[src/hw/rtl/tme_pkg.sv]
// ============================================================================
// Tier migration evaluator package
// Shared widths, register codes, direction codes and arithmetic constants.
// ============================================================================
package tme_pkg;

    // Tier table
    localparam int TME_NUM_TIERS = 4;
    localparam int TIER_IDX_W    = 2;
    localparam int TIER_WORD_W   = 63;
    localparam int LAT_W         = 16;
    localparam int EN_W          = 16;
    localparam int BW_W          = 31;
    localparam int BW_LSB        = 32;

    // Configuration
    localparam int CFG_IDX_W  = 3;
    localparam int CFG_DATA_W = 64;
    localparam int WEIGHT_W   = 16;
    localparam int THR_W      = 32;
    localparam int HOR_W      = 16;

    localparam logic [CFG_IDX_W-1:0] REG_TIER0     = 3'd0;
    localparam logic [CFG_IDX_W-1:0] REG_TIER1     = 3'd1;
    localparam logic [CFG_IDX_W-1:0] REG_TIER2     = 3'd2;
    localparam logic [CFG_IDX_W-1:0] REG_TIER3     = 3'd3;
    localparam logic [CFG_IDX_W-1:0] REG_EN_WEIGHT = 3'd4;
    localparam logic [CFG_IDX_W-1:0] REG_LAT_WEIGHT = 3'd5;
    localparam logic [CFG_IDX_W-1:0] REG_THRESHOLD = 3'd6;
    localparam logic [CFG_IDX_W-1:0] REG_HORIZON   = 3'd7;

    localparam logic [WEIGHT_W-1:0] EN_WEIGHT_RST  = 16'd19661;
    localparam logic [WEIGHT_W-1:0] LAT_WEIGHT_RST = 16'd45875;
    localparam logic [THR_W-1:0]    THRESHOLD_RST  = 32'd66;
    localparam logic [HOR_W-1:0]    HORIZON_RST    = 16'd1;

    // Item fields
    localparam int CNT_W   = 32;
    localparam int VEL_W   = 16;
    localparam int SIZE_W  = 32;
    localparam int DIR_W   = 2;
    localparam int VALUE_W = 64;
    localparam int COST_W  = 63;
    localparam int FRAC_W  = 16;

    localparam logic [DIR_W-1:0] DIR_NONE = 2'd0;
    localparam logic [DIR_W-1:0] DIR_UP   = 2'd1;
    localparam logic [DIR_W-1:0] DIR_DOWN = 2'd2;

    // Square root unit: one result bit per stage
    localparam int SQ_IN_W   = 32;
    localparam int SQ_OUT_W  = SQ_IN_W / 2;
    localparam int SQ_STAGES = SQ_OUT_W;
    localparam int SQ_REM_W  = SQ_OUT_W + 3;

    // Divider: one quotient bit per stage
    localparam int DIV_NUM_W  = SIZE_W + FRAC_W;
    localparam int DIV_DEN_W  = BW_W;
    localparam int DIV_STAGES = DIV_NUM_W;

    // floor(x/10) = (x * RECIP10) >> RECIP10_SH for any 32-bit x
    localparam logic [31:0] RECIP10    = 32'hCCCC_CCCD;
    localparam int          RECIP10_SH = 35;

    function automatic logic [VEL_W-1:0] vel_mag(input logic [VEL_W-1:0] v);
        return v[VEL_W-1] ? VEL_W'(~v + 1'b1) : v;
    endfunction

endpackage

[src/hw/rtl/tme_sqrt_pipe.sv]
// ============================================================================
// Pipelined integer square root
// floor(sqrt(rad)), one root bit resolved per register stage.
// ============================================================================
module tme_sqrt_pipe
    import tme_pkg::*;
(
    input  logic                clk,
    input  logic [SQ_IN_W-1:0]  rad,
    output logic [SQ_OUT_W-1:0] root
);

    logic [SQ_REM_W-1:0] rem_reg  [SQ_STAGES];
    logic [SQ_OUT_W-1:0] root_reg [SQ_STAGES];
    logic [SQ_IN_W-1:0]  rad_reg  [SQ_STAGES];

    logic [SQ_REM_W-1:0] rem_next  [SQ_STAGES];
    logic [SQ_OUT_W-1:0] root_next [SQ_STAGES];
    logic [SQ_IN_W-1:0]  rad_next  [SQ_STAGES];

    always_comb
    begin
        logic [SQ_REM_W-1:0] p_rem;
        logic [SQ_OUT_W-1:0] p_root;
        logic [SQ_IN_W-1:0]  p_rad;
        logic [SQ_REM_W-1:0] cat;
        logic [SQ_REM_W-1:0] trial;
        for (int i = 0; i < SQ_STAGES; i++)
        begin
            if (i == 0)
            begin
                p_rem  = '0;
                p_root = '0;
                p_rad  = rad;
            end
            else
            begin
                p_rem  = rem_reg[i-1];
                p_root = root_reg[i-1];
                p_rad  = rad_reg[i-1];
            end
            cat   = {p_rem[SQ_REM_W-3:0], p_rad[SQ_IN_W-1 -: 2]};
            trial = {1'b0, p_root, 2'b01};
            if (cat >= trial)
            begin
                rem_next[i]  = cat - trial;
                root_next[i] = {p_root[SQ_OUT_W-2:0], 1'b1};
            end
            else
            begin
                rem_next[i]  = cat;
                root_next[i] = {p_root[SQ_OUT_W-2:0], 1'b0};
            end
            rad_next[i] = {p_rad[SQ_IN_W-3:0], 2'b00};
        end
    end

    always_ff @(posedge clk)
    begin
        for (int i = 0; i < SQ_STAGES; i++)
        begin
            rem_reg[i]  <= rem_next[i];
            root_reg[i] <= root_next[i];
            rad_reg[i]  <= rad_next[i];
        end
    end

    assign root = root_reg[SQ_STAGES-1];

endmodule

[config.mk]
export PLATFORM = sky130hd
export DESIGN_NAME = tme_sqrt_pipe
export DESIGN_NICKNAME = d
export VERILOG_FILES = /design/src/hw/rtl/tme_pkg.sv /design/src/hw/rtl/tme_sqrt_pipe.sv
export SDC_FILE = /design/constraint.sdc
export NUM_CORES = 1
export LEC_CHECK = 0
export ABC_AREA = 1
export BUFFER_PORTS_ARGS = -buffer_cell sky130_fd_sc_hd__buf_4
export CAP_MARGIN = 20
export CORE_MARGIN = 2
export CORE_UTILIZATION = 57
export DETAILED_ROUTE_END_ITERATION = 8
export PLACE_DENSITY = 0.76
export SLEW_MARGIN = 10
export SYNTH_ARGS = -nofsm -noshare
export SYNTH_HDL_FRONTEND = slang
export SYNTH_SLANG_ARGS = --single-unit
[constraint.sdc]
create_clock -name clk -period 1.7 [get_ports clk]
set_input_delay 0.34 -clock clk [delete_from_list [all_inputs] [get_ports clk]]
set_output_delay 0.34 -clock clk [all_outputs]
set_load 0.01 [all_outputs]
==> results_dict.tcl, run 1 <==
set metrics [dict create \
    io_pins 49 \
    postGrtWorstEndpoint "rem_reg[0][83]$_DFF_P_/D" \
    cts_root_buf "clkbuf_16" \
    synth-edff-count 0 \
    synth_top_family_by_area "simple AND/OR/NAND/NOR gates" \
    yosys.area_share.simple 0.287 \
    overflow 113 \
    synth-xor-area-share 0.0275 \
    muxShareOfSynthArea 0 \
    grt_max_degree 18 \
    io_buffers 48 \
    flow.stopped_at "5_1_grt" \
    synthFlopType "dfxtp_1" \
    status "did not finish" \
    place.gp.congestion 0.938 \
    row_count 78 \
    die_y_um 218 \
    synth.distinct_cells 50 \
    yosysSeqAreaShare 0.470 \
    clockBufferDepth 3 \
    synth-seq-cells 613 \
    hpwlAfterDp_um 46700 \
    synth_area_um2 26100 \
    placed_cell_area_um2 30400 \
    ys.warnings.count 0 \
    numCtsBuffers 59 \
    synthArstFlopShare 0 \
    tool.error "[ERROR GRT-0232] Routing congestion too high. Check the congestion heatmap in the GUI." \
    chipWidth_um 218 \
    htree_levels 2 \
    grtUsageTotal 0.632 \
    dp_slack_ns -0.285 \
    synth_area_per_cell_um2 7.60 \
    synthAdderAreaFrac 0.0729 \
    cts_sinks 613 \
    synthCells 3431 \
    place_inst 4490 \
    initial_core_util 0.576 \
    synth_compound_area_frac 0.0429 \
    syn_nets 3616 \
    endpoint_type "register input" \
]
cell families after synthesis:
group,after synthesis
simple gates,1727
buf+inv,650
flops,613
compound gates,206
fa+ha+maj,152
xor+xnor,82
other cells,1
metal layers:
metal,GRT overflow,GRT usage
met1,1,0.609
met3,3,0.496
met5,3,0.200
met4,51,0.622
met2,55,0.811
through the flow:
step	util	TNS (ns)
2_1_floorplan	-	0
4_1_cts	0.784	-1.30
3_3_place_gp	0.670	-21.33
3_5_place_dp	0.670	-28.26
cells in the mapped netlist (all sizes together), types with 27 or more instances:
| cell | number | area (um2) |
|---|---|---|
| xor2 | 57 | 499 |
| o21ai | 63 | 319 |
| dfxtp | 613 | 12300 |
| nand4 | 97 | 628 |
| nand3b | 27 | 203 |
| buf | 32 | 254 |
| nand2 | 1141 | 4350 |
| a21oi | 122 | 626 |
| nand3 | 178 | 981 |
| nor2 | 209 | 875 |
| nor3 | 50 | 290 |
| ha | 152 | 1900 |
| inv | 615 | 2310 |
timing repair:
item / 4_1_cts
hold buffers: 33
gates cloned: 17
hold endpoints to repair: 33
setup endpoints to repair: 217
pin swaps: 114
resized for setup: 408
setup buffers: 62
==> run 2, diff against run 1 <==
--- a/config.mk
+++ b/config.mk
@@ -9,9 +9,9 @@
 export BUFFER_PORTS_ARGS = -buffer_cell sky130_fd_sc_hd__buf_4
 export CAP_MARGIN = 20
 export CORE_MARGIN = 2
-export CORE_UTILIZATION = 57
+export CORE_UTILIZATION = 40
 export DETAILED_ROUTE_END_ITERATION = 8
-export PLACE_DENSITY = 0.76
+export PLACE_DENSITY_LB_ADDON = 0.15
 export SLEW_MARGIN = 10
 export SYNTH_ARGS = -nofsm -noshare
 export SYNTH_HDL_FRONTEND = slang
==> constraint.sdc (replaced) <==
create_clock -name clk -period 2.2 [get_ports clk]
set_input_delay 0.44 -clock clk [delete_from_list [all_inputs] [get_ports clk]]
set_output_delay 0.44 -clock clk [all_outputs]
set_load 0.01 [all_outputs]
==> run 2 against run 1 <==
Net effect:
- the flow now finishes without violations
- synthesized cell count stayed put
- synthesized area unchanged
==> results_dict.tcl, run 2 <==
set metrics [dict create \
    cts_root_buf "clkbuf_16" \
    startpoint "root_reg[1][22]$_DFF_P_" \
    numCtsBuffers 67 \
    cts_tree "yes" \
    maxSlewHeadroom 0.623 \
    diodes 0 \
    antenna_found_initial 0 \
    area_growth_pct 16.5 \
    ys.warnings.count 0 \
    yosysSeqAreaShare 0.470 \
    crit_type "reg2reg" \
    crit_required_ns 2.67 \
    wl_per_cell_um 12.8 \
    largest_reg_flops 240 \
    fin_crit_sh 0.914 \
    r2r_cells 10 \
    worst_pin_slew_ns 0.561 \
    synth.distinct_cells 50 \
    endpoint_kind "flop" \
    hold_violations 0 \
    hold_depth 0 \
    power_mw 36.1 \
    drt-vias-per-instance 4.48 \
    grt_max_degree 20 \
    synth_top_area_cell "dfxtp_1" \
    syn_nets 3616 \
    layout_common_cells "nand2_1, dfxtp_1, inv_1" \
    dieArea_um2 67300 \
    whs_ns 0.304 \
    holdCritStartpoint "rad_reg[0][0]$_DFF_P_" \
    critical_path_arrival_ns 2.48 \
    grt_setup_unrepaired "false" \
    htree_levels 3 \
    power_density_nw_per_um2 1190 \
    overflow 0 \
    setup_viol 0 \
    hold_path_class "reg2reg" \
    reg2reg_from "root_reg[1][22]$_DFF_P_" \
    io_pins 49 \
    finalSetupTns_ns 0 \
    hpwlAfterDp_um 45500 \
    fin_crit_ns 2.01 \
    core_um2 64500 \
    synth_top_area_share 0.470 \
    synthFlopType "dfxtp_1" \
    grtUsageTotal 0.176 \
    mostFrequentLayoutCell "nand2_1" \
    synth_area_per_cell_um2 7.60 \
    drt_iter0_markers 1011 \
    die_y_um 259 \
    vias 20300 \
    io_buffers 48 \
    maxSlewViolCount 0 \
    chipWidth_um 259 \
    timing.max_cap.violations 0 \
    clkTransAtPathRegs_ns 0.06 \
    drc 0 \
    row_count 93 \
    leakage_nw 16.5 \
    worstPathMaxFanout 8 \
    synth_area_um2 26100 \
    status "finished clean" \
    grt_pass1_wl_um 95900 \
    synthCells 3431 \
    initial_core_util 0.405 \
    skew_ns 0.0330 \
    ir_drop_mv 0.664 \
    synth-edff-count 0 \
    startpoint_type "flop" \
    clockBufferDepth 3 \
    routed_wl_um 57900 \
    ant_nets 0 \
    drive_gt1_frac 0.0922 \
    synth.most_common_cell "nand2_1" \
    synth-seq-cells 613 \
    synthArstFlopShare 0 \
    yosys-top-cells-area "dfxtp_1, nand2_1, inv_1, ha_1, nand3_1" \
    place.gp.congestion 0.889 \
    cts_sinks 613 \
    finalCoreUtilization 0.472 \
    clk_latency_ns 0.61 \
    clock.fmax_mhz 497 \
    fin_nets 3800 \
    firstDrtPassIters 6 \
    first_global_vias 19800 \
    synthTopCellsByCount "nand2_1, dfxtp_1, inv_1" \
]
[run 2: cell families (layout without fill, tap and decap cells)]
logic type                 count (synthesis)  in the layout  synth area share
AOI/OAI and AO/OA                        206            206            0.0429
xor gates and xnor gates                  82             82            0.0275
adders and majority gates                152            152            0.0729
buffers and inverters                    650            885            0.0988
DFF                                      613            613             0.470
other                                      1              1          0.000144
and+or+nand+nor                         1727           1727             0.287
[run 2: what timing repair did]
action | 4_1_cts | 5_1_grt
hold buffers | 32 | 0
resized for setup | 1 | 5
setup buffers | 0 | 2
pin swaps | 0 | 3
endpoints found under the hold margin | 33 | 0
endpoints found under the setup margin | 18 | 49
[run 2: metrics by stage]
step	cells	instance area [um2]	setup slack [ns]
after floorplan	3431	26100	0.494
after global placement	4367	27800	-0.160
after detailed placement	4367	27800	-0.142
after CTS	4519	30400	0.0636
after global routing	4521	30400	0.00273
final	4521	30400	0.189
[run 2: area by class of cell]
type,instances,area (um2)
Clock inverter,36,400
Sequential cell,613,12300
Clock buffer,84,1850
Multi-Input combinational cell,2168,11200
Fill cell,6523,34100
Tap cell,855,1070
Timing Repair Buffer,150,1240
Inverter,615,2310
[run 2: metal layers]
metal | GRT usage | routed length (um) | up-vias
li1 | - | - | 11000
met1 | 0.222 | 27100 | 8889
met2 | 0.307 | 27400 | 317
met3 | 0.0280 | 2020 | 85
met4 | 0.0543 | 1440 | 0
met5 | 0 | 0 | -
[run 2: critical path, cell delays in order (launching register included)]
cell and delay (ns):
dfxtp_1 0.39, inv_1 0.08, ha_1 0.36, nand2_1 0.06, inv_1 0.09, nand2_1 0.08, nor2_1 0.25, nand4_2 0.17
buf_4 0.22, nand4_1 0.10, nand2_1 0.10
[run 2: final timing paths]
path                             to  slack (ns)
min          rad_reg[0][32]$_DFF_P_        0.30
min reg2reg  rad_reg[0][32]$_DFF_P_        0.30
max          rem_reg[1][49]$_DFF_P_        0.19
max reg2reg  rem_reg[1][49]$_DFF_P_        0.19
[run 2: power breakdown]
part | internal, mW | switching, mW | leakage [nW]
clock network | 6.56 | 4.60 | 1.11
logic | 3.86 | 6.43 | 10.3
registers | 13.3 | 1.44 | 5.13
total | 23.7 | 12.5 | 16.5
No activity file was read; power rests on OpenSTA's default activity.
